==> src/rtl/pgpc_pkg.sv <==
// shared types and constants for the polar go-to-pose controller
`timescale 1ns / 1ps
package pgpc_pkg;

    localparam int ATAN_ENTRIES = 24;
    localparam logic signed [47:0] HALF_PI_Q24 = 48'sd26353589;
    localparam logic signed [17:0] INV_K_Q16 = 18'sd39797;
    localparam logic signed [17:0] PI13 = 18'sd25736;
    localparam logic signed [22:0] V_SCALE_Q8 = 23'sd1969231;
    localparam logic signed [17:0] HALF_W_SCALE_Q8 = 18'sd54325;
    localparam logic [15:0] RHO_NEAR = 16'd9;

    localparam logic [2:0] REG_GOAL_X = 3'd0;
    localparam logic [2:0] REG_GOAL_Y = 3'd1;
    localparam logic [2:0] REG_DEADBAND = 3'd2;
    localparam logic [2:0] REG_GAIN_RHO = 3'd3;
    localparam logic [2:0] REG_GAIN_ALPHA = 3'd4;
    localparam logic [2:0] REG_GAIN_BETA = 3'd5;

    typedef struct packed {
        logic signed [15:0] pose_x;
        logic signed [15:0] pose_y;
        logic signed [15:0] pose_heading;
    } pose_t;

    typedef struct packed {
        logic signed [15:0] left_speed;
        logic signed [15:0] right_speed;
        logic               at_goal;
    } wheel_t;

    typedef struct packed {
        logic [2:0]  index;
        logic [15:0] data;
    } cfg_t;

    function automatic logic signed [47:0] atan_q24(input logic [4:0] i);
        logic signed [47:0] r;
        begin
            case (i)
                5'd0: r = 48'sd13176795;
                5'd1: r = 48'sd7778716;
                5'd2: r = 48'sd4110060;
                5'd3: r = 48'sd2086331;
                5'd4: r = 48'sd1047214;
                5'd5: r = 48'sd524117;
                5'd6: r = 48'sd262123;
                5'd7: r = 48'sd131069;
                5'd8: r = 48'sd65536;
                5'd9: r = 48'sd32768;
                5'd10: r = 48'sd16384;
                5'd11: r = 48'sd8192;
                5'd12: r = 48'sd4096;
                5'd13: r = 48'sd2048;
                5'd14: r = 48'sd1024;
                5'd15: r = 48'sd512;
                5'd16: r = 48'sd256;
                5'd17: r = 48'sd128;
                5'd18: r = 48'sd64;
                5'd19: r = 48'sd32;
                5'd20: r = 48'sd16;
                5'd21: r = 48'sd8;
                5'd22: r = 48'sd4;
                5'd23: r = 48'sd2;
                default: r = 48'sd0;
            endcase
            return r;
        end
    endfunction

endpackage

==> src/rtl/pgpc_cordic_cell.sv <==
// one cordic micro-rotation cell, registered, with fixed shift and angle
`timescale 1ns / 1ps
module pgpc_cordic_cell #(
    parameter int STAGE = 0,
    parameter int XW = 26
) (
    input  logic                  clk,
    input  logic                  rst_n,
    input  logic                  in_valid,
    input  logic signed [XW-1:0]  in_x,
    input  logic signed [XW-1:0]  in_y,
    input  logic signed [47:0]    in_z,
    output logic                  out_valid,
    output logic signed [XW-1:0]  out_x,
    output logic signed [XW-1:0]  out_y,
    output logic signed [47:0]    out_z
);
    import pgpc_pkg::*;

    logic valid_reg;
    logic signed [XW-1:0] x_reg, y_reg, x_next, y_next;
    logic signed [47:0] z_reg, z_next;
    logic signed [47:0] ang;

    assign ang = atan_q24(5'(STAGE));

    always_comb
    begin
        if (in_y >= 0)
        begin
            x_next = in_x + (in_y >>> STAGE);
            y_next = in_y - (in_x >>> STAGE);
            z_next = in_z + ang;
        end
        else
        begin
            x_next = in_x - (in_y >>> STAGE);
            y_next = in_y + (in_x >>> STAGE);
            z_next = in_z - ang;
        end
    end

    always_ff @(posedge clk or negedge rst_n)
    begin
        if (!rst_n)
            valid_reg <= 1'b0;
        else
            valid_reg <= in_valid;
    end

    always_ff @(posedge clk)
    begin
        x_reg <= x_next;
        y_reg <= y_next;
        z_reg <= z_next;
    end

    assign out_valid = valid_reg;
    assign out_x = x_reg;
    assign out_y = y_reg;
    assign out_z = z_reg;
endmodule

==> config.mk <==
export PLATFORM = sky130hd
export DESIGN_NAME = pgpc_cordic_cell
export DESIGN_NICKNAME = d
export VERILOG_FILES = /design/src/rtl/pgpc_pkg.sv /design/src/rtl/pgpc_cordic_cell.sv
export SDC_FILE = /design/constraint.sdc
export NUM_CORES = 1
export LEC_CHECK = 0
export BUFFER_PORTS_ARGS = -buffer_cell sky130_fd_sc_hd__buf_2
export CAP_MARGIN = 10
export CORE_MARGIN = 2
export CORE_UTILIZATION = 57
export CTS_CLUSTER_SIZE = 30
export DETAILED_ROUTE_END_ITERATION = 10
export HOLD_SLACK_MARGIN = 0.1
export PLACE_DENSITY = 0.89
export RECOVER_POWER = 50
export SLEW_MARGIN = 25
export SYNTH_ARGS = -nofsm -noshare
export SYNTH_HDL_FRONTEND = slang
export SYNTH_SLANG_ARGS = --single-unit
==> constraint.sdc <==
create_clock -name clk -period 1.13 [get_ports clk]
set_input_delay 0.1695 -clock clk [delete_from_list [all_inputs] [get_ports clk]]
set_output_delay 0.1695 -clock clk [all_outputs]
set_load 0.1 [all_outputs]
==> impl_results.md, run 1 <==
- Largest family of logic cells by synthesized area: compound AO/OA/AOI/OAI gates
- Post-synthesis mux area share: 0.0257
- I/O pin cnt: 204
- XOR/XNOR share of the synthesized area: 0.0907
- Synthesized instance count: 1310
- Max clock buf depth: 2
- Stage reached: clock tree synthesis (4_1_cts)
- # H-tree levels: 3
- Setup WS pre-CTS: -1.94 ns
- CTS Buf Count: 9
- Die Span X: 136 µm
- Register area share after synthesis: 0.202
- Warnings, synthesis: 0
- Synth cell types: 95
- Synth Net Count: 1503
- Cts hold-fix bufs: 6
- Starting density of the core: 0.579
- Number of flops mapped to enable cells by yosys: 0
- Placer's final routability congestion estimate: 1.11
- Placed cells: 2086
- Clock tree sinks: 100
- Tool Error: [ERROR DPL-0038] Utilization greater than 100%, impossible to legalize
- DP HPWL: 40100 µm
- Rows: 48
- Status: did not finish
- Synthesized-area fraction occupied by adder cells: 0.115
- Root Buffer Master: clkbuf_16
- Mean area per synthesized cell: 7.59 µm²
- Port Buf Inserts: 203
- Post-cts sizing count: 421
- Synth Area in Compound Gates: 0.294
- Yosys reg bits: 100
- Mapped Area: 0.00995 mm²
- Simple-gate share of the synthesized area: 0.197
- Die Y: 136 µm
- Asr flop ratio synth: 0.0100
- Post-synth top flop: dfxtp_1
- Post-CTS Setup Repair Bufs: 93
-- Yosys cell counts, types with 5 or more instances --
library cell / n / area (µm²)
nand2_1: 83 / 312
inv_1: 91 / 342
o22ai_1: 17 / 106
buf_1: 11 / 41.3
xor2_1: 28 / 245
nor3_1: 39 / 195
or2_2: 10 / 62.6
o211ai_1: 11 / 82.6
nor4_1: 9 / 56.3
nand2b_1: 16 / 100
and2_1: 11 / 68.8
nand4_1: 23 / 144
nor2b_1: 17 / 106
xnor2_1: 75 / 657
mux2i_1: 21 / 210
ha_1: 87 / 1090
o21a_1: 15 / 113
o21ai_0: 81 / 405
and3_1: 8 / 50.1
o31ai_1: 8 / 60.1
o41ai_1: 5 / 43.8
o21ai_1: 7 / 35.0
a31oi_1: 17 / 106
a21o_1: 24 / 180
o21bai_1: 26 / 195
a21boi_0: 5 / 37.5
a21oi_1: 125 / 626
o31a_1: 6 / 52.6
a211oi_1: 18 / 135
dfxtp_1: 99 / 1980
buf_6: 6 / 67.6
buf_2: 21 / 105
and4_1: 5 / 43.8
or3_1: 10 / 62.6
clkbuf_1: 40 / 150
nor4b_1: 6 / 52.6
nand3_1: 20 / 100
nor2_1: 94 / 353
-- cell families after synthesis --
group                    after synthesis
adder cells (fa/ha/maj)               90
flip-flops                           100
multiplexers                          25
AND/OR/NAND/NOR                      380
XOR/XNOR                             103
AO/OA/AOI/OAI                        434
buffers and inverters                178
-- stage by stage --
stage          utilization  area (µm²)  hold WS, ns
2_1_floorplan            -       10700       -0.126
3_3_place_gp         0.943       16200      -0.0564
3_5_place_dp         0.943       16200      -0.0528
==> run 2, diff against run 1 <==
--- a/config.mk
+++ b/config.mk
@@ -8,11 +8,9 @@
 export BUFFER_PORTS_ARGS = -buffer_cell sky130_fd_sc_hd__buf_2
 export CAP_MARGIN = 10
 export CORE_MARGIN = 2
-export CORE_UTILIZATION = 57
-export CTS_CLUSTER_SIZE = 30
+export CORE_UTILIZATION = 40
 export DETAILED_ROUTE_END_ITERATION = 10
-export HOLD_SLACK_MARGIN = 0.1
-export PLACE_DENSITY = 0.89
+export PLACE_DENSITY_LB_ADDON = 0.15
 export RECOVER_POWER = 50
 export SLEW_MARGIN = 25
 export SYNTH_ARGS = -nofsm -noshare
==> impl_results.md, run 2 <==
- Final Cycle Share: 2.06
- Achievable frequency: 430 MHz
- HP Class: in2reg
- Mean area per synthesized cell: 7.59 µm²
- Max clock buf depth: 2
- Max VDD drop: 1.05 mV
- P_leak: 8.67 nW
- Leading cell types in the layout, fill and taps excluded: 429 x buf_4, 114 x buf_12, 96 x buf_2
- Placer's final routability congestion estimate: 0.953
- Critical-path cell list: buf_16 > xnor2_4 > ha_4 > o21ai_4 > a221oi_4 > a221o_2 > a41o_1 > o21a_4 > o211ai_1 > mux2i_1 > xor2_1
- Port Buf Inserts: 203
- Antenna Nets Post-Route: 0
- Iteration-0 DRC Markers: 1021
- Die ar.: 0.0261 mm²
- Setup WS pre-CTS: -1.72 ns
- Synth cell types: 95
- Post-synth top flop: dfxtp_1
- Fin cells: 2289
- Drc violations: 0
- Post-synth top cells: 125 x a21oi_1, 99 x dfxtp_1, 94 x nor2_1
- Placed cells: 2186
- Layout cell share with drive strength beyond 1: 0.555
- Fin util: 0.800
- Placed Instance Area: 0.0164 mm²
- Worst path arrival time: 2.63 ns
- CTS Buf Count: 9
- Number of flip-flops in the largest register: 48
- CP Max Fanout: 6
- Worst-path clk slew: 0.08 ns
- Commonest non-fill, non-tap cell in the layout: buf_4
- Most common cell in the netlist: a21oi_1
- Asr flop ratio synth: 0.0100
- Fillers: 1523
- Starting density of the core: 0.408
- Share of the synthesized area in the top cell type: 0.199
- Min-Delay Startpoint: in_z[30]
- Antenna cells: 0
- Routed vias: 13364
- I/O pin cnt: 204
- Max_cap viols: 0
- Failing checks: setup timing
- CP required: 1.44 ns
- Hold WS: 0.0188 ns
- Post-route cell area: 0.0195 mm²
- Register area share after synthesis: 0.202
- Synth Net Count: 1503
- Number of flops mapped to enable cells by yosys: 0
- Hold path depth: 2
- Final Critical Period: 2.32 ns
- Yosys reg bits: 100
- Synthesized instance count: 1310
- # H-tree levels: 3
- Hold Vio Cnt, Final: 0
- Max-slew headroom: 0.506
- Avg WL per Cell: 21.0 µm
- Area leader, netlist: dfxtp_1
- GRT overflow: 0
- Mapped Area: 0.00995 mm²
- Die Y: 162 µm
- Final setup viols: 94
- Total power: 24.8 mW
- Unrepaired setup endpoints after global routing: yes
- Fin nets: 2153
- Largest net degree at the start of global routing: 62
- Status: finished with violations
- Critical path's top delay family: compound AO/OA/AOI/OAI gates
- DP HPWL: 30100 µm
- Final Max Slew Viols: 0
- Vias per cell: 5.84
- CP Class: in2reg
- CTS tree: built
- Initial antenna violation count: 1
- Synth area leaders: dfxtp_1 20%, ha_1 11%, xnor2_1 6.6%
- Pre-Repair DR Iteration Count: 7
- Critical Path Max Stage Delay: 0.49 ns
- Vias in the first global route: 12934
- First-pass GRT wire length: 68200 µm
- Element type at the critical path end: register
- Warnings, synthesis: 0
- Setup TNS: -74.97 ns
- Hold Path End: out_z[30]
- Die Span X: 162 µm
- Cell Pwr Density: 1270 mW/mm²
- Root Buffer Master: clkbuf_16
- CP Launch Type: input port
- Total global-route track usage: 0.325
- Worst Slack Setup Final: -1.19 ns
- CP max stage cell: a221o_2
- Area Growth Syn to Fin: 96.2%
- Worst Tran Pin Value: 0.735 ns
- Total wire length: 48100 µm
- CP bufs+invs: 1
- Core ar.: 0.0244 mm²
- Clock tree sinks: 100
- Rows: 57
run 2: cell counts after synthesis:
Identical to the previous run, type by type.
run 2: routing by layer:
layer | track usage | part of all wire | vias up
met1 | 0.398 | 0.38 | 6348
li1 | - | - | 5984
met4 | 0.162 | 0.061 | 0
met5 | 0 | 0 | -
met2 | 0.561 | 0.49 | 784
met3 | 0.0421 | 0.076 | 248
run 2: repair_timing:
item | CTS | global route
hold endpoints to repair | 3 | 0
hold buffers | 3 | 0
gates resized for setup | 271 | 186
setup endpoints to repair | 100 | 101
cloned | 6 | 0
buffers inserted | 62 | 49
pin swaps | 118 | 133
run 2: layout make-up:
cell class                      count  area [µm²]  area share
Clock buffer                       12         267      0.0137
Clock inverter                      4        55.1     0.00282
Inverter                           96         399      0.0205
Multi-Input combinational cell   1032        9330       0.478
Sequential cell                   100        2030       0.104
Tap cell                          324         405      0.0208
Timing Repair Buffer              720        7020       0.360
Timing Repair inverter              1        16.3    0.000833
run 2: report_power, final:
| part | internal (mW) | switching [mW] | total (mW) |
|---|---|---|---|
| sequential | 4.27 | 0.635 | 4.90 |
| clock | 1.92 | 1.66 | 3.58 |
| combinational | 6.61 | 9.71 | 16.3 |
run 2: logic make-up after synthesis:
group | count (synthesis) | synth area share
buffers and inverters | 178 | 0.0758
xor gates and xnor gates | 103 | 0.0907
and+or+nand+nor | 380 | 0.197
adders and majority gates | 90 | 0.115
muxes | 25 | 0.0257
DFF | 100 | 0.202
AOI/OAI and AO/OA | 434 | 0.294
run 2: worst max-delay path by stage:
| stage | from | endpoint | slack, ns | cells past startpoint |
|---|---|---|---|---|
| 2_1_floorplan | in_y[25] | out_z[40] | -2.11 | 17 |
| 3_3_place_gp | in_y[0] | out_y[22] | -1.70 | 12 |
| 3_5_place_dp | in_y[0] | out_y[22] | -1.72 | 12 |
| 4_1_cts | in_y[0] | out_y[22] | -1.13 | 12 |
| 5_1_grt | in_y[25] | out_z[40] | -1.27 | 11 |
| 6_report | in_y[25] | out_z[34] | -1.19 | 11 |
Power figures use the tool's default switching activity.
==> run 3, diff against run 2 <==
--- a/config.mk
+++ b/config.mk
@@ -5,7 +5,7 @@
 export SDC_FILE = /design/constraint.sdc
 export NUM_CORES = 1
 export LEC_CHECK = 0
-export BUFFER_PORTS_ARGS = -buffer_cell sky130_fd_sc_hd__buf_2
+export BUFFER_PORTS_ARGS = -buffer_cell sky130_fd_sc_hd__clkbuf_2
 export CAP_MARGIN = 10
 export CORE_MARGIN = 2
 export CORE_UTILIZATION = 40
==> impl_results.md, run 3 (synthesized netlist as in run 2, its figures left out) <==
- Failing checks: setup timing
- I/O pin cnt: 204
- Final Critical Period: 2.36 ns
- Placed cells: 2175
- CP Launch Type: input port
- P_leak: 8.66 nW
- Placer's final routability congestion estimate: 0.949
- Achievable frequency: 424 MHz
- Commonest non-fill, non-tap cell in the layout: buf_4
- Worst Slack Setup Final: -1.23 ns
- Antenna Nets Post-Route: 0
- Fin cells: 2286
- Total global-route track usage: 0.306
- Fillers: 1501
- Port Buf Inserts: 203
- Initial antenna violation count: 0
- Final Max Slew Viols: 0
- Max clock buf depth: 2
- Largest net degree at the start of global routing: 52
- CP Class: in2reg
- Number of flip-flops in the largest register: 48
- Starting density of the core: 0.408
- Worst path arrival time: 2.66 ns
- Rows: 57
- Clock tree sinks: 100
- Max_cap viols: 0
- Unrepaired setup endpoints after global routing: yes
- Die Span X: 162 µm
- Layout cell share with drive strength beyond 1: 0.549
- Vias in the first global route: 12477
- CP Max Fanout: 6
- GRT overflow: 0
- Status: finished with violations
- # H-tree levels: 3
- Drc violations: 0
- Die Y: 162 µm
- Antenna cells: 0
- First-pass GRT wire length: 64800 µm
- Vias per cell: 5.70
- CTS Buf Count: 9
- Final Cycle Share: 2.09
- Setup WS pre-CTS: -1.73 ns
- Worst-path clk slew: 0.08 ns
- Hold Vio Cnt, Final: 0
- Root Buffer Master: clkbuf_16
- HP Class: in2reg
- Leading cell types in the layout, fill and taps excluded: 426 x buf_4, 113 x buf_12, 97 x clkbuf_2
- Pre-Repair DR Iteration Count: 6
- Max-slew headroom: 0.575
- Element type at the critical path end: register
- Total wire length: 44800 µm
- CP required: 1.43 ns
- CTS tree: built
- Routed vias: 13027
- Worst Tran Pin Value: 0.630 ns
- Max VDD drop: 0.977 mV
- Avg WL per Cell: 19.6 µm
- Die ar.: 0.0261 mm²
- Final setup viols: 91
- Area Growth Syn to Fin: 94.6%
- Fin nets: 2150
- DP HPWL: 29600 µm
- Core ar.: 0.0244 mm²
- Iteration-0 DRC Markers: 1057
- Cell Pwr Density: 1250 mW/mm²
==> run 3: final cells by class <==
class,count,area (µm²),area share
sequential,100,2030,0.105
timing repair inverter,1,16.3,0.000840
clock buffer,11,233,0.0120
inverter,96,397,0.0205
multi-input combinational,1032,9260,0.478
tap,324,405,0.0209
timing repair buffer,717,6950,0.359
clock inverter,5,62.6,0.00323
==> run 3: final timing paths <==
kind	start	to	slack, ns	depth (start not counted)
min in group asynchronous	rst_n	out_valid	0.11	2
setup / recovery	in_y[25]	out_z[34]	-1.23	12
hold / removal	in_z[30]	out_z[30]	0.07	2
max in group asynchronous	rst_n	out_valid	0.94	2
==> run 3: timing repair <==
item	4_1_cts	5_1_grt
pin swaps	112	138
setup buffers	62	44
cloned	4	0
gates resized for setup	260	174
endpoints found under the setup margin	97	106
endpoints found under the hold margin	3	0
hold buffers	3	0
==> run 3: per-stage QoR <==
stage / setup TNS [ns] / total power [mW] / hold WS, ns / util / cell area (µm²)
after floorplan: -102.48 / 13.1 / -0.126 / - / 10700
after global placement: -107.28 / 18.9 / -0.0551 / 0.667 / 16300
after detailed placement: -110.36 / 19.0 / -0.0541 / 0.667 / 16300
after CTS: -67.66 / 23.3 / 0.0426 / 0.750 / 18300
after global routing: -81.27 / 25.0 / 0.0786 / 0.794 / 19400
final: -77.24 / 24.3 / 0.0670 / 0.794 / 19400
==> run 3: per-layer routing <==
| layer | wire length [µm] | up-vias | track usage |
|---|---|---|---|
| li1 | - | 6003 | - |
| met1 | 18100 | 6204 | 0.391 |
| met2 | 21700 | 664 | 0.535 |
| met3 | 2940 | 156 | 0.0329 |
| met4 | 2090 | 0 | 0.106 |
| met5 | 0 | - | 0 |
==> run 3: critical path: stages <==
cell and delay [ns]:
buf_12 0.12, buf_12 0.13, xnor2_4 0.12, ha_4 0.19
o211ai_2 0.21, a221oi_2 0.10, a221o_2 0.44, a41o_1 0.27
o21a_4 0.27, o211ai_1 0.21, mux2i_1 0.27, xor2_1 0.15
==> run 3: power by group <==
part / leakage [nW] / total [mW] / internal (mW) / switching (mW)
clock network: 0.136 / 3.34 / 1.74 / 1.60
registers: 0.847 / 4.89 / 4.27 / 0.622
logic: 7.67 / 16.0 / 6.54 / 9.50
total: 8.66 / 24.3 / 12.6 / 11.7
==> run 4, diff against run 3 <==
--- a/config.mk
+++ b/config.mk
@@ -8,10 +8,10 @@
 export BUFFER_PORTS_ARGS = -buffer_cell sky130_fd_sc_hd__clkbuf_2
 export CAP_MARGIN = 10
 export CORE_MARGIN = 2
-export CORE_UTILIZATION = 40
+export CORE_UTILIZATION = 30
 export DETAILED_ROUTE_END_ITERATION = 10
 export PLACE_DENSITY_LB_ADDON = 0.15
-export RECOVER_POWER = 50
+export RECOVER_POWER = 100
 export SLEW_MARGIN = 25
 export SYNTH_ARGS = -nofsm -noshare
 export SYNTH_HDL_FRONTEND = slang
==> impl_results.md, run 4 (synthesized netlist as in run 2, its figures left out) <==
- Min-Delay Startpoint: in_x[25]
- # H-tree levels: 3
- Number of flip-flops in the largest register: 48
- Area Growth Syn to Fin: 92.9%
- Max clock buf depth: 2
- Achievable frequency: 430 MHz
- Setup WS pre-CTS: -1.74 ns
- Hold path depth: 2
- Fin cells: 2410
- CP Launch Type: input port
- Metal3 WL: 1850 µm
- Rows: 66
- M1 WL: 17400 µm
- Clock tree sinks: 100
- Fin nets: 2156
- Commonest non-fill, non-tap cell in the layout: buf_4
- Most frequent CP cell: buf_6
- Cell Pwr Density: 1220 mW/mm²
- Placed cells: 2317
- First-pass GRT wire length: 63000 µm
- Antenna cells: 0
- Element type at the critical path end: register
- Initial antenna violation count: 0
- Routed vias: 12394
- Antenna Nets Post-Route: 0
- Max-slew headroom: 0.337
- Layout cell share with drive strength beyond 1: 0.563
- Status: finished with violations
- DR top layer: met4
- Worst-path clk slew: 0.07 ns
- P_leak: 8.53 nW
- HP Class: in2reg
- Die Span X: 186 µm
- Total wire length: 41700 µm
- Avg WL per Cell: 17.3 µm
- CP Class: in2reg
- Total global-route track usage: 0.232
- Hold Path End: out_x[25]
- Placer's final routability congestion estimate: 0.898
- Final Cycle Share: 2.06
- CP max stage cell: ha_2
- Worst Slack Setup Final: -1.19 ns
- Final Max Slew Viols: 0
- Vias per cell: 5.14
- Iteration-0 DRC Markers: 688
- Fin util: 0.588
- Leading cell types in the layout, fill and taps excluded: 431 x buf_4, 96 x clkbuf_2, 89 x buf_6
- Largest net degree at the start of global routing: 62
- Max_cap viols: 0
- Unrepaired setup endpoints after global routing: yes
- GRT overflow: 0
- Vias in the first global route: 12195
- Post-route cell area: 0.0192 mm²
- WL met2: 20900 µm
- CP Max Fanout: 3
- Die ar.: 0.0346 mm²
- CP required: 1.43 ns
- Die Y: 186 µm
- Max VDD drop: 1.32 mV
- Worst path arrival time: 2.63 ns
- DP HPWL: 31100 µm
- Hold WS: 0.0287 ns
- Final setup viols: 93
- CTS Buf Count: 9
- Starting density of the core: 0.305
- I/O pin cnt: 204
- Hold Vio Cnt, Final: 0
- Drc violations: 0
- Core ar.: 0.0326 mm²
- Setup TNS: -76.17 ns
- CTS tree: built
- Critical-path cell list: clkbuf_16 > xnor2_2 > ha_2 > buf_4 > buf_6 > buf_6 > buf_6 > buf_6 > buf_6 > buf_6 > buf_6 > buf_6 > buf_6 > o21ai_2 > a21oi_2 > nor2_4 > o22ai_4 > o21ai_2 > o2bb2ai_2 > xnor2_1
- Port Buf Inserts: 203
- Critical Path Max Stage Delay: 0.21 ns
- Final Critical Period: 2.32 ns
- Failing checks: setup timing
- Total power: 23.4 mW
- Placed Instance Area: 0.0166 mm²
- Worst Tran Pin Value: 0.994 ns
- Root Buffer Master: clkbuf_16
- Pre-Repair DR Iteration Count: 5
[run 4: final cells by class]
class | count | area (µm²)
multi-input combinational | 1032 | 9270
timing repair buffer | 723 | 6610
clock buffer | 13 | 270
fill | 2789 | 13400
inverter | 96 | 397
clock inverter | 3 | 20.0
tap | 442 | 553
timing repair inverter | 1 | 11.3
sequential | 100 | 2060
[run 4: worst max-delay path by stage]
stage             start         to
3_5_place_dp    in_y[0]  out_y[22]
4_1_cts         in_y[0]  out_y[22]
3_3_place_gp    in_y[0]  out_y[22]
6_report        in_z[1]  out_z[12]
2_1_floorplan  in_y[25]  out_z[40]
5_1_grt         in_z[1]  out_z[40]
[run 4: what timing repair did]
action                     CTS  global route
setup buffers               41            49
hold endpoints to repair     3             0
gates resized for setup    248           197
hold buffers                 3             0
pin swaps                  114           120
cloned                       3             1
setup endpoints to repair  109           114
[run 4: report_power, final]
group	total, mW	internal [mW]	switching (mW)
sequential	4.83	4.30	0.525
clock	3.19	1.68	1.52
combinational	15.3	6.01	9.33
[run 4: worst max-delay path, delay by kind of cell]
kind | cells | cell delay, ns
buffers and inverters | 11 | 1.17
xor gates and xnor gates | 2 | 0.25
adders and majority gates | 1 | 0.21
and+or+nand+nor | 1 | 0.16
AOI/OAI and AO/OA | 5 | 0.66
[run 4: layer usage]
| layer | GRT usage | vias up |
|---|---|---|
| met5 | 0 | - |
| met4 | 0.0894 | 0 |
| met3 | 0.0364 | 92 |
| met2 | 0.407 | 388 |
| met1 | 0.283 | 5915 |
| li1 | - | 5999 |
